[src/design/assert_macros.svh]
// Assertion shorthands shared by the scanner modules.
// Both expect clk and rst_n in scope.
`ifndef ASSERT_MACROS_SVH
`define ASSERT_MACROS_SVH

// Check that a property holds at every clock edge out of reset.
`define DISC_ASSERT(label, prop, msg) \
    label: assert property (@(posedge clk) disable iff (!rst_n) prop) \
        else $error(msg);

// Check that a condition never occurs at any clock edge out of reset.
`define DISC_ASSERT_NEVER(label, cond, msg) \
    label: assert property (@(posedge clk) disable iff (!rst_n) !(cond)) \
        else $error(msg);

`endif

[src/design/disc_pkg.sv]
package disc_pkg;

    localparam int MAX_TEXT = 4096;
    localparam int CNT_W    = $clog2(MAX_TEXT + 1);
    localparam int CONS_W   = 13;

    localparam int Q_DEPTH  = 4;
    localparam int Q_AW     = $clog2(Q_DEPTH);
    localparam int Q_CW     = $clog2(Q_DEPTH + 1);

    localparam logic [63:0] U64_DIV10     = 64'h1999_9999_9999_9999;
    localparam logic [63:0] I64_NEG_LIMIT = 64'h8000_0000_0000_0000;
    localparam logic [63:0] I64_POS_LIMIT = 64'h7FFF_FFFF_FFFF_FFFF;

    typedef enum logic [2:0] {
        CLS_BLANK,
        CLS_PLUS,
        CLS_MINUS,
        CLS_DIGIT,
        CLS_OTHER
    } cls_t;

    typedef enum logic [1:0] {
        PH_IDLE,
        PH_BLANK,
        PH_SIGN,
        PH_DIGITS
    } phase_t;

    typedef enum logic [1:0] {
        ST_OK       = 2'd0,
        ST_INVALID  = 2'd1,
        ST_OVERFLOW = 2'd2
    } status_t;

    typedef struct packed {
        cls_t       cls;
        logic [3:0] digit;
        logic       first;
        logic       last;
    } q_entry_t;

endpackage

[src/design/disc_front.sv]
module disc_front (
    input  logic              in_valid,
    output logic              in_stall,
    input  logic [7:0]        data_byte,
    input  logic              first_byte,
    input  logic              last_byte,
    input  logic              q_full,
    output logic              push,
    output disc_pkg::q_entry_t entry
);
    import disc_pkg::*;

    cls_t cls;

    always_comb
    begin
        unique case (data_byte) inside
            8'h20, [8'h09:8'h0D]: cls = CLS_BLANK;
            8'h2B:                cls = CLS_PLUS;
            8'h2D:                cls = CLS_MINUS;
            [8'h30:8'h39]:        cls = CLS_DIGIT;
            default:              cls = CLS_OTHER;
        endcase
    end

    assign in_stall    = q_full;
    assign push        = in_valid && !q_full;
    assign entry.cls   = cls;
    assign entry.digit = data_byte[3:0];
    assign entry.first = first_byte;
    assign entry.last  = last_byte;

endmodule

[src/design/disc_queue.sv]
`include "assert_macros.svh"

module disc_queue (
    input  logic               clk,
    input  logic               rst_n,
    input  logic               push,
    input  disc_pkg::q_entry_t wr_entry,
    output logic               full,
    input  logic               pop,
    output logic               rd_valid,
    output disc_pkg::q_entry_t rd_entry
);
    import disc_pkg::*;

    q_entry_t          mem_reg [Q_DEPTH];
    logic [Q_AW-1:0]   wr_ptr_reg, wr_ptr_next;
    logic [Q_AW-1:0]   rd_ptr_reg, rd_ptr_next;
    logic [Q_CW-1:0]   cnt_reg, cnt_next;

    always_comb
    begin
        wr_ptr_next = push ? wr_ptr_reg + Q_AW'(1) : wr_ptr_reg;
        rd_ptr_next = pop ? rd_ptr_reg + Q_AW'(1) : rd_ptr_reg;
        cnt_next    = cnt_reg;
        if (push && !pop)
        begin
            cnt_next = cnt_reg + Q_CW'(1);
        end
        else if (pop && !push)
        begin
            cnt_next = cnt_reg - Q_CW'(1);
        end
    end

    always_ff @(posedge clk or negedge rst_n)
    begin
        if (!rst_n)
        begin
            wr_ptr_reg <= '0;
            rd_ptr_reg <= '0;
            cnt_reg    <= '0;
        end
        else
        begin
            wr_ptr_reg <= wr_ptr_next;
            rd_ptr_reg <= rd_ptr_next;
            cnt_reg    <= cnt_next;
        end
    end

    always_ff @(posedge clk)
    begin
        if (push)
        begin
            mem_reg[wr_ptr_reg] <= wr_entry;
        end
    end

    assign full     = (cnt_reg == Q_CW'(Q_DEPTH));
    assign rd_valid = (cnt_reg != '0);
    assign rd_entry = mem_reg[rd_ptr_reg];

    `DISC_ASSERT_NEVER(a_pop_empty, pop && cnt_reg == '0, "pop from empty queue")
    `DISC_ASSERT(a_cnt_up, push && !pop |=> cnt_reg == $past(cnt_reg) + Q_CW'(1), "count lost a push")

endmodule

[src/design/disc_back.sv]
`include "assert_macros.svh"

module disc_back (
    input  logic               clk,
    input  logic               rst_n,
    input  logic               cfg_valid,
    input  logic               cfg_data,
    input  logic               q_valid,
    input  disc_pkg::q_entry_t q_entry,
    output logic               pop,
    output logic               out_valid,
    input  logic               out_stall,
    output logic [63:0]        value,
    output logic [1:0]         status,
    output logic [disc_pkg::CONS_W-1:0] consumed
);
    import disc_pkg::*;

    logic               signed_mode_reg;
    phase_t             phase_reg, phase_next;
    logic               neg_reg, neg_next;
    logic [63:0]        acc_reg, acc_next;
    logic [CNT_W-1:0]   blank_cnt_reg, blank_cnt_next;
    logic [CNT_W-1:0]   byte_cnt_reg, byte_cnt_next;

    logic               out_valid_reg, out_valid_next;
    logic [63:0]        mag_reg, mag_next;
    logic               neg_out_reg, neg_out_next;
    status_t            status_reg, status_next;
    logic [CONS_W-1:0]  cons_reg, cons_next;

    phase_t             ph;
    logic               neg_cur;
    logic [63:0]        acc_cur;
    logic [CNT_W-1:0]   blank_cur;
    logic [CNT_W-1:0]   byte_cur;
    logic [63:0]        mul10;
    logic [64:0]        sum;
    logic [63:0]        lim;
    logic               ovf;
    logic               advance;
    logic               emit;
    status_t            emit_st;
    logic [63:0]        emit_mag;
    logic               emit_neg;
    logic [CNT_W-1:0]   emit_cnt;

    function automatic logic [CNT_W-1:0] sat_inc(input logic [CNT_W-1:0] c);
        return (c < CNT_W'(MAX_TEXT)) ? c + CNT_W'(1) : c;
    endfunction

    assign advance = q_valid && (!out_valid_reg || !out_stall);
    assign pop     = advance;

    always_comb
    begin
        ph        = q_entry.first ? PH_BLANK : phase_reg;
        neg_cur   = q_entry.first ? 1'b0 : neg_reg;
        acc_cur   = q_entry.first ? '0 : acc_reg;
        blank_cur = q_entry.first ? '0 : blank_cnt_reg;
        byte_cur  = q_entry.first ? '0 : byte_cnt_reg;

        mul10 = {acc_cur[60:0], 3'b000} + {acc_cur[62:0], 1'b0};
        sum   = {1'b0, mul10} + {61'd0, q_entry.digit};
        lim   = neg_cur ? I64_NEG_LIMIT : I64_POS_LIMIT;
        ovf   = (acc_cur > U64_DIV10) || sum[64]
                || (signed_mode_reg && (sum[63:0] > lim));

        phase_next     = phase_reg;
        neg_next       = neg_reg;
        acc_next       = acc_reg;
        blank_cnt_next = blank_cnt_reg;
        byte_cnt_next  = byte_cnt_reg;
        emit           = 1'b0;
        emit_st        = ST_INVALID;
        emit_mag       = '0;
        emit_neg       = 1'b0;
        emit_cnt       = blank_cur;

        if (advance)
        begin
            phase_next     = ph;
            neg_next       = neg_cur;
            acc_next       = acc_cur;
            blank_cnt_next = blank_cur;
            byte_cnt_next  = byte_cur;

            if (ph != PH_IDLE)
            begin
                if (q_entry.cls == CLS_DIGIT)
                begin
                    if (ovf)
                    begin
                        emit    = 1'b1;
                        emit_st = ST_OVERFLOW;
                    end
                    else
                    begin
                        acc_next      = sum[63:0];
                        byte_cnt_next = sat_inc(byte_cur);
                        phase_next    = PH_DIGITS;
                        if (q_entry.last)
                        begin
                            emit     = 1'b1;
                            emit_st  = ST_OK;
                            emit_mag = sum[63:0];
                            emit_neg = signed_mode_reg && neg_cur;
                            emit_cnt = sat_inc(byte_cur);
                        end
                    end
                end
                else
                begin
                    unique case (ph)
                        PH_BLANK:
                        begin
                            unique case (q_entry.cls) inside
                                CLS_BLANK:
                                begin
                                    blank_cnt_next = sat_inc(blank_cur);
                                    byte_cnt_next  = sat_inc(byte_cur);
                                    emit           = q_entry.last;
                                    emit_cnt       = sat_inc(blank_cur);
                                end
                                CLS_PLUS, CLS_MINUS:
                                begin
                                    if (signed_mode_reg)
                                    begin
                                        neg_next      = (q_entry.cls == CLS_MINUS);
                                        byte_cnt_next = sat_inc(byte_cur);
                                        phase_next    = PH_SIGN;
                                        emit          = q_entry.last;
                                    end
                                    else
                                    begin
                                        emit = 1'b1;
                                    end
                                end
                                default:
                                begin
                                    emit = 1'b1;
                                end
                            endcase
                        end
                        PH_SIGN:
                        begin
                            emit = 1'b1;
                        end
                        PH_DIGITS:
                        begin
                            emit     = 1'b1;
                            emit_st  = ST_OK;
                            emit_mag = acc_cur;
                            emit_neg = signed_mode_reg && neg_cur;
                            emit_cnt = byte_cur;
                        end
                        default:
                        begin
                            emit = 1'b0;
                        end
                    endcase
                end
                if (emit)
                begin
                    phase_next = PH_IDLE;
                end
            end
        end

        out_valid_next = out_valid_reg && out_stall;
        mag_next       = mag_reg;
        neg_out_next   = neg_out_reg;
        status_next    = status_reg;
        cons_next      = cons_reg;
        if (advance && emit)
        begin
            out_valid_next = 1'b1;
            mag_next       = emit_mag;
            neg_out_next   = emit_neg;
            status_next    = emit_st;
            cons_next      = CONS_W'(emit_cnt);
        end
    end

    always_ff @(posedge clk or negedge rst_n)
    begin
        if (!rst_n)
        begin
            signed_mode_reg <= 1'b1;
            phase_reg       <= PH_IDLE;
            neg_reg         <= 1'b0;
            acc_reg         <= '0;
            blank_cnt_reg   <= '0;
            byte_cnt_reg    <= '0;
            out_valid_reg   <= 1'b0;
        end
        else
        begin
            if (cfg_valid)
            begin
                signed_mode_reg <= cfg_data;
            end
            phase_reg     <= phase_next;
            neg_reg       <= neg_next;
            acc_reg       <= acc_next;
            blank_cnt_reg <= blank_cnt_next;
            byte_cnt_reg  <= byte_cnt_next;
            out_valid_reg <= out_valid_next;
        end
    end

    always_ff @(posedge clk)
    begin
        mag_reg     <= mag_next;
        neg_out_reg <= neg_out_next;
        status_reg  <= status_next;
        cons_reg    <= cons_next;
    end

    assign out_valid = out_valid_reg;
    assign value     = neg_out_reg ? (64'd0 - mag_reg) : mag_reg;
    assign status    = status_reg;
    assign consumed  = cons_reg;

    `DISC_ASSERT_NEVER(a_no_overwrite, out_valid_reg && out_stall && advance, "result overwritten while stalled")
    `DISC_ASSERT(a_err_zero, out_valid_reg && status_reg != ST_OK |-> mag_reg == '0 && !neg_out_reg, "error result carries a value")

endmodule

[src/design/decimal_integer_scanner_unit.sv]
// Decimal integer scanner: parses ASCII text into a 64-bit integer.
// Input channel (in_valid/in_stall): one text byte per transaction, with
//   first_byte starting a new scan and last_byte closing the text.
// Output channel (out_valid/out_stall): value, status and consumed for
//   each finished scan; at most one result per input byte.
// Config channel (cfg_valid/cfg_ready): cfg_data sets signed mode; always
//   ready, write only while no byte or result is in flight.
// Throughput: one byte per cycle while nothing stalls. A classifier feeds a
//   four-entry queue, and the scan engine retires one queued byte per cycle,
//   its digit step one shift-add and compare on the 64-bit accumulator.
// An accepted byte is stored in the queue; the engine reads it from there
//   and places any result it ends in the output register.
// Reset: queue empty, no result pending, signed mode on, scan idle.
// When the receiver stalls, the result holds in the output register, the
//   engine stops, and the queue keeps taking bytes until it fills; then
//   in_stall rises.
module decimal_integer_scanner_unit (
    input  logic                         clk,
    input  logic                         rst_n,
    input  logic                         in_valid,
    output logic                         in_stall,
    input  logic [7:0]                   data_byte,
    input  logic                         first_byte,
    input  logic                         last_byte,
    output logic                         out_valid,
    input  logic                         out_stall,
    output logic [63:0]                  value,
    output logic [1:0]                   status,
    output logic [disc_pkg::CONS_W-1:0]  consumed,
    input  logic                         cfg_valid,
    output logic                         cfg_ready,
    input  logic                         cfg_data
);
    import disc_pkg::*;

    logic     push;
    logic     q_full;
    logic     q_valid;
    logic     pop;
    q_entry_t wr_entry;
    q_entry_t rd_entry;

    assign cfg_ready = 1'b1;

    disc_front u_front (
        .in_valid   (in_valid),
        .in_stall   (in_stall),
        .data_byte  (data_byte),
        .first_byte (first_byte),
        .last_byte  (last_byte),
        .q_full     (q_full),
        .push       (push),
        .entry      (wr_entry)
    );

    disc_queue u_queue (
        .clk      (clk),
        .rst_n    (rst_n),
        .push     (push),
        .wr_entry (wr_entry),
        .full     (q_full),
        .pop      (pop),
        .rd_valid (q_valid),
        .rd_entry (rd_entry)
    );

    disc_back u_back (
        .clk       (clk),
        .rst_n     (rst_n),
        .cfg_valid (cfg_valid && cfg_ready),
        .cfg_data  (cfg_data),
        .q_valid   (q_valid),
        .q_entry   (rd_entry),
        .pop       (pop),
        .out_valid (out_valid),
        .out_stall (out_stall),
        .value     (value),
        .status    (status),
        .consumed  (consumed)
    );

endmodule

[config.mk]
export PLATFORM = sky130hd
export DESIGN_NAME = decimal_integer_scanner_unit
export DESIGN_NICKNAME = d
export VERILOG_FILES = /design/src/design/disc_pkg.sv /design/src/design/disc_front.sv /design/src/design/disc_queue.sv /design/src/design/disc_back.sv /design/src/design/decimal_integer_scanner_unit.sv
export VERILOG_INCLUDE_DIRS = /design/src /design/src/design
export SDC_FILE = /design/constraint.sdc
export NUM_CORES = 1
export LEC_CHECK = 0
export BUFFER_PORTS_ARGS = -buffer_cell sky130_fd_sc_hd__clkbuf_2
export CAP_MARGIN = 20
export CORE_MARGIN = 3
export CORE_UTILIZATION = 40
export CTS_CLUSTER_SIZE = 14
export DETAILED_ROUTE_END_ITERATION = 16
export HOLD_SLACK_MARGIN = 0.1
export PLACE_DENSITY_LB_ADDON = 0.05
export SETUP_SLACK_MARGIN = 0.1
export SYNTH_ARGS = -nofsm -noshare
export SYNTH_HDL_FRONTEND = slang
export SYNTH_HIERARCHICAL = 1
export SYNTH_SLANG_ARGS = --single-unit
[constraint.sdc]
create_clock -name clk -period 13.9 [get_ports clk]
set_input_delay 1.39 -clock clk [delete_from_list [all_inputs] [get_ports clk]]
set_output_delay 1.39 -clock clk [all_outputs]
set_load 0.05 [all_outputs]
## Yosys cells after proc, flatten, opt, wreduce, memory -nomap -nowiden

Memory sizes are Yosys's and may differ from the RTL's.
Index checks and enable logic that the tools add are counted.

| storage, ports and cells | value |
|---|---|
| register bits after elaboration | 182 |
| bits in latches | 0 |
| memory bits (writable) | 36 |
| bits in read-only memories | 0 |
| input port bits | 16 |
| output and inout bits | 82 |
| word-level logic and storage cells | 136 |
| memories kept | 1 |

Memory list:

| name | words | width | read ports | clocked after Yosys merged registers in | wr ports | RTL line | RTL |
|---|---|---|---|---|---|---|---|
| u_queue.mem_reg | 4 | 9 | 1 | 0 | 1 | disc_queue.sv:15 | `q_entry_t mem_reg [Q_DEPTH];` |

| cells by class | value |
|---|---|
| add/sub/neg operators | 9 |
| $mul | 0 |
| divide/modulo/power cells | 0 |
| magnitude comparators | 8 |
| equality and inequality tests | 10 |
| shift operators | 0 |
| mux-type cells | 68 |
| bitwise gates (word level) | 0 |
| reduce and logical (&&, ||, !) cells | 26 |

Operator list:

| operator | count |
|---|---|
| 64-bit 2-to-1 mux | 10 |
| 13-bit 2-to-1 mux | 18 |
| 64-bit by 4-bit adder with 65-bit output | 1 |
| 64-bit adder | 1 |
| 64-bit by 61-bit > comparator with 1-bit output (second input constant) | 1 |
| 64-bit > comparator | 1 |
| 1-bit by 64-bit subtractor with 64-bit output (first input constant) | 1 |
| 13-bit one-hot mux with 2 select lines | 2 |
| 13-bit by 1-bit adder with 13-bit output (second input constant) | 2 |
| 13-bit less-than comparator (second input constant) | 2 |
| 8-bit by 6-bit equality test with 1-bit output (second input constant) | 3 |
| 1-bit 2-to-1 mux | 23 |
| 2-bit 2-to-1 mux | 10 |
| 3-bit one-hot mux with 4 select lines | 1 |
| 1-bit logical AND | 10 |
| 8-bit by 4-bit greater-or-equal comparator with 1-bit output (second input constant) | 1 |
| 8-bit by 6-bit greater-or-equal comparator with 1-bit output (second input constant) | 1 |
| 8-bit by 4-bit <= comparator with 1-bit output (second input constant) | 1 |
| 8-bit by 6-bit <= comparator with 1-bit output (second input constant) | 1 |
| 3-bit by 2-bit equality test with 1-bit output (second input constant) | 2 |
| 3-bit 2-to-1 mux | 2 |
| 2-bit OR reduction | 3 |
| 1-bit zero test | 5 |
| 2-bit by 1-bit adder with 2-bit output (second input constant) | 2 |
| other kinds (12) | 17 |

## Depth between registers and ports, before layout

An unclocked memory read counts as a cell.

| depth | value |
|---|---|
| depth after elaboration | 15 |
| depth in mapped cells | 46 |

## Hierarchy

Netlist, hierarchy kept.

Modules (own cells, without submodules):

| module | instances | cells an instance | area each (um^2) | seq. area each (um^2) |
|---|---|---|---|---|
| disc_back | 1 | 2,348 | 18,447.7 | 4,780.8 |
| disc_queue | 1 | 81 | 1,695.4 | 1,256.2 |
| disc_front | 1 | 27 | 193.9 | 0.0 |
| decimal_integer_scanner_unit | 1 | 2 | 11.3 | 0.0 |

## Worst setup path after synthesis

OpenSTA, ideal clock, no wires.

| path | value |
|---|---|
| kind | register to register |
| start | register u_queue.rd_ptr_reg[0] |
| end | register u_back.cons_reg[0] (netlist: u_back/consumed[0]), enable pin |
| library setup time | 519 ps |
| data arrival time | 12,686 ps |
| data required time | 13,381 ps |
| slack | 695 ps |
| cell stages (with the launch flop) | 37 |
| buffers on the path | 14 |
| clock period less this slack | 13,205 ps |
| cells stage by stage | dfrtp_1 buf_6 mux4_2 buf_2 buf_2 buf_2 buf_2 buf_1 clkbuf_1 clkbuf_1 clkbuf_1 clkbuf_1 buf_1 clkbuf_1 clkbuf_1 nor2b_1 ha_1 clkbuf_1 and3_1 nor3b_1 a211oi_1 or4_1 nor4b_2 nand4_2 or3_1 or3_1 xnor2_2 ha_1 nand4_1 nor4_1 nand3_1 a211oi_1 o21bai_1 nand2_1 nor3_1 o21a_1 nor2_1 |

RTL lines:

| what | RTL line | RTL |
|---|---|---|
| start: declaration | disc_queue.sv:17 | `logic [Q_AW-1:0] rd_ptr_reg, rd_ptr_next;` |
| start signal: assignment | disc_queue.sv:46 | `rd_ptr_reg <= rd_ptr_next;` |
| end signal: assignment | disc_back.sv:217 | `cons_reg <= cons_next;` |
| end: declaration | disc_back.sv:30 | `logic [CONS_W-1:0] cons_reg, cons_next;` |

==> out/results.tsv <==
metric	value	unit
clock share of power	0.169	
layout cell share with drive strength beyond 1	0.0943	
Critical Path Max Stage Delay	1.11	ns
Post-CTS Resized	0	
reg2reg path depth	32	
fillers	4977	
Final setup viols	0	
run status	complete, no violations	
Final Cell Area	0.0221	mm2
Hold Path Class	flop to flop	
Core Util, Final	0.440	
drc violations	0	
initial core utilization	0.406	
Die Y	232	um
TritonCTS clock tree	done	
CP most frequent cell	a21o_1	
pin count of the biggest net entering global routing	70	
ant diodes	0	
Synth Area in Simple Gates	0.238	
clock tree sinks	218	
Setup crit start kind	flop	
final hold vios	0	
routed wire length	74000	um
die area	0.0536	mm2
yosys warns	6	
CTS Root Cell	clkbuf_16	
sequential cell area	0.00604	mm2
CTS H-tree depth	1	
core footprint	0.0502	mm2
drt first pass iters	6	
clock skew	0.0205	ns
adder-cell share of the synthesized area	0.0691	
Die Wd	232	um
VDD IR max	0.298	mV
ANT nets after route	0	
Layout Nets	2562	
setup ws final	2.15	ns
FF-to-FF Start	u_queue/rd_ptr_reg[0]	
Setup crit start	u_queue/rd_ptr_reg[0]	
global route overflow	0	
share of the yosys chip area belonging to registers	0.297	
compound-gate portion of the synthesized area	0.248	
initial DRC count	1603	
power share of the sequential group	0.258	
RSZ-0062 raised after global routing	no	
Internal	0.00192	W
Area after DPL	0.0212	mm2
Slew Limit Fails	0	
Worst Path Arrival	11.99	ns
Required @ worst endpoint	14.14	ns
Switching Fraction	0.548	
TritonCTS buffer count	27	
Detailed Place HPWL	56900	um
syn nets	2581	
Comb power frac	0.573	
crit path capture type	flop	
relative slew slack	0.267	
Synth Cell Area	0.0203	mm2
IO Port Bufs	96	
PD cells	192	mW/mm2
reg2reg setup slack	2.15	ns
vias in the first global route	18700	
crit path time final	11.75	ns
LEAKAGE	8.16	nW
# hold bufs at CTS	0	
CP max-delay cell	mux4_4	
worst slack, placed	2.21	ns
reg-to-reg endpoint	u_back/mag_reg[10]	
Setup CP Type	flop to flop	
vias per cell	6.25	
synth unique cells	96	
Std-Cell Rows	82	
Clock Pin Slew Worst Setup and Hold Paths	0.06	ns
post-synthesis sequential element count	218	
Synth async-reset ratio	0.468	
Area Growth Syn to Fin	8.60	%
post-CTS setup buffers	0	
Post-Synth XOR/XNOR Area	0.0881	
Multi-input gate area	0.0135	mm2
largest family of logic cells by synthesized area	compound AO/OA/AOI/OAI gates	
I/O pins	98	
Power Total	0.00425	W
GRT Resource Usage Total	0.268	
Net Sw Power	0.00233	W
post-synthesis mux area share	0.0183	
Avg WL per Cell	23.6	um
synthesized area per cell	8.28	um2
GP Congestion	1.06	
vias	19600	
initial antenna violation count	0	
period utilisation layout	0.845	
first-pass GRT wire length	113000	um
Least-Margin Pin Slew	1.09	ns
Post-synth EDFFs	116	
fmax	0.0851	GHz
clk_lat worst skew	0.58	ns
crit path to	u_back/mag_reg[10]	
Top FF cell, synth	edfxtp_1	
TNS Setup	0	ns
Max-cap violations	0	
Post-Syn Instances	2458	
Clock Tree Buf Depth	3	
CP max FO	69	
through the flow:
stage	std cells	hold WS, ns
after floorplan	2458	0.449
after global placement	3082	0.469
after detailed placement	3082	0.470
after CTS	3132	0.482
after global routing	3132	0.526
final	3132	0.481
layer usage:
layer / track usage / up-vias / routed length (um) / part of all wire
met2: 0.433 / 668 / 33600 / 0.45
met3: 0.0265 / 99 / 4300 / 0.058
met5: 0 / - / 0 / 0
li1: - / 9233 / - / -
met4: 0.0747 / 0 / 2140 / 0.029
met1: 0.383 / 9581 / 34000 / 0.46
cells in the final DEF (no fill, tap or decap), drive strengths merged, types with 21 or more instances in the layout:
| cell type | netlist | routed |
|---|---|---|
| and2 | 24 | 24 |
| nor2 | 260 | 260 |
| clkbuf | 124 | 126 |
| nor2b | 61 | 61 |
| nor4 | 39 | 39 |
| nand4 | 69 | 69 |
| edfxtp | 116 | 116 |
| or2 | 22 | 22 |
| o21ai | 139 | 139 |
| o31ai | 35 | 35 |
| inv | 39 | 41 |
| o211ai | 30 | 30 |
| a21oi | 137 | 137 |
| a21o | 44 | 44 |
| nor3 | 108 | 108 |
| a211oi | 24 | 24 |
| nand2 | 207 | 207 |
| buf | 40 | 21 |
| a31oi | 30 | 30 |
| a22o | 71 | 71 |
| ha | 106 | 106 |
| dfrtp | 101 | 101 |
| a22oi | 61 | 61 |
| or3 | 31 | 31 |
| nand3 | 55 | 55 |
| xnor2 | 160 | 160 |
| xor2 | 43 | 43 |
critical path, delay by kind of cell, from the launching register on:
family          cells  cell delay, ns
compound gates     15            4.37
buf+inv             2            0.69
simple gates       10            3.41
mux                 1            1.11
flops               1            0.73
fa+ha+maj           3            0.73
xor+xnor            1            0.27
area by class of cell:
class / instances / share of cell area
Inverter: 41 / 0.00696
Sequential cell: 218 / 0.273
Tap cell: 672 / 0.0380
Clock inverter: 19 / 0.00895
Clock buffer: 31 / 0.0313
Timing Repair Buffer: 116 / 0.0292
Multi-Input combinational cell: 2035 / 0.612
cells by family (layout without fill, tap and decap cells):
family / count (synthesis) / in the layout
buffers and inverters: 205 / 207
adder cells (fa/ha/maj): 113 / 113
multiplexers: 25 / 25
XOR/XNOR: 203 / 203
AO/OA/AOI/OAI: 727 / 727
AND/OR/NAND/NOR: 966 / 966
other: 1 / 1
flip-flops: 218 / 218
synthesized netlist by cell type (all sizes together), types with 44 or more instances:
cell      n  area, um2
a22oi    61        458
nand4    69        444
clkbuf  124        465
xnor2   160       1410
dfrtp   101       2530
nor2b    61        382
a21o     44        330
nor2    260        976
a22o     71        622
nand3    55        275
edfxtp  116       3480
o21ai   139        703
nor3    108        557
nand2   207        777
a21oi   137        686
ha      106       1330
power by group through the flow:
stage               clock [W]  combinational [W]  sequential (W)
floorplan                   0            0.00176         0.00114
global placement            0            0.00243         0.00110
detailed placement          0            0.00245         0.00111
CTS                  0.000736            0.00245         0.00110
global route         0.000759            0.00259         0.00112
finish               0.000716            0.00244         0.00110
worst min-delay path by stage:
stage                            start                 end  slack [ns]  cells past startpoint
global route        u_queue/cnt_reg[2]  u_queue/cnt_reg[2]        0.53                      1
global placement    u_queue/cnt_reg[2]  u_queue/cnt_reg[2]        0.47                      1
CTS                 u_queue/cnt_reg[2]  u_queue/cnt_reg[2]        0.48                      1
detailed placement  u_queue/cnt_reg[2]  u_queue/cnt_reg[2]        0.47                      1
floorplan           u_queue/cnt_reg[2]  u_queue/cnt_reg[2]        0.45                      1
finish              u_queue/cnt_reg[2]  u_queue/cnt_reg[2]        0.48                      1
(Power assumes the default switching activity.)
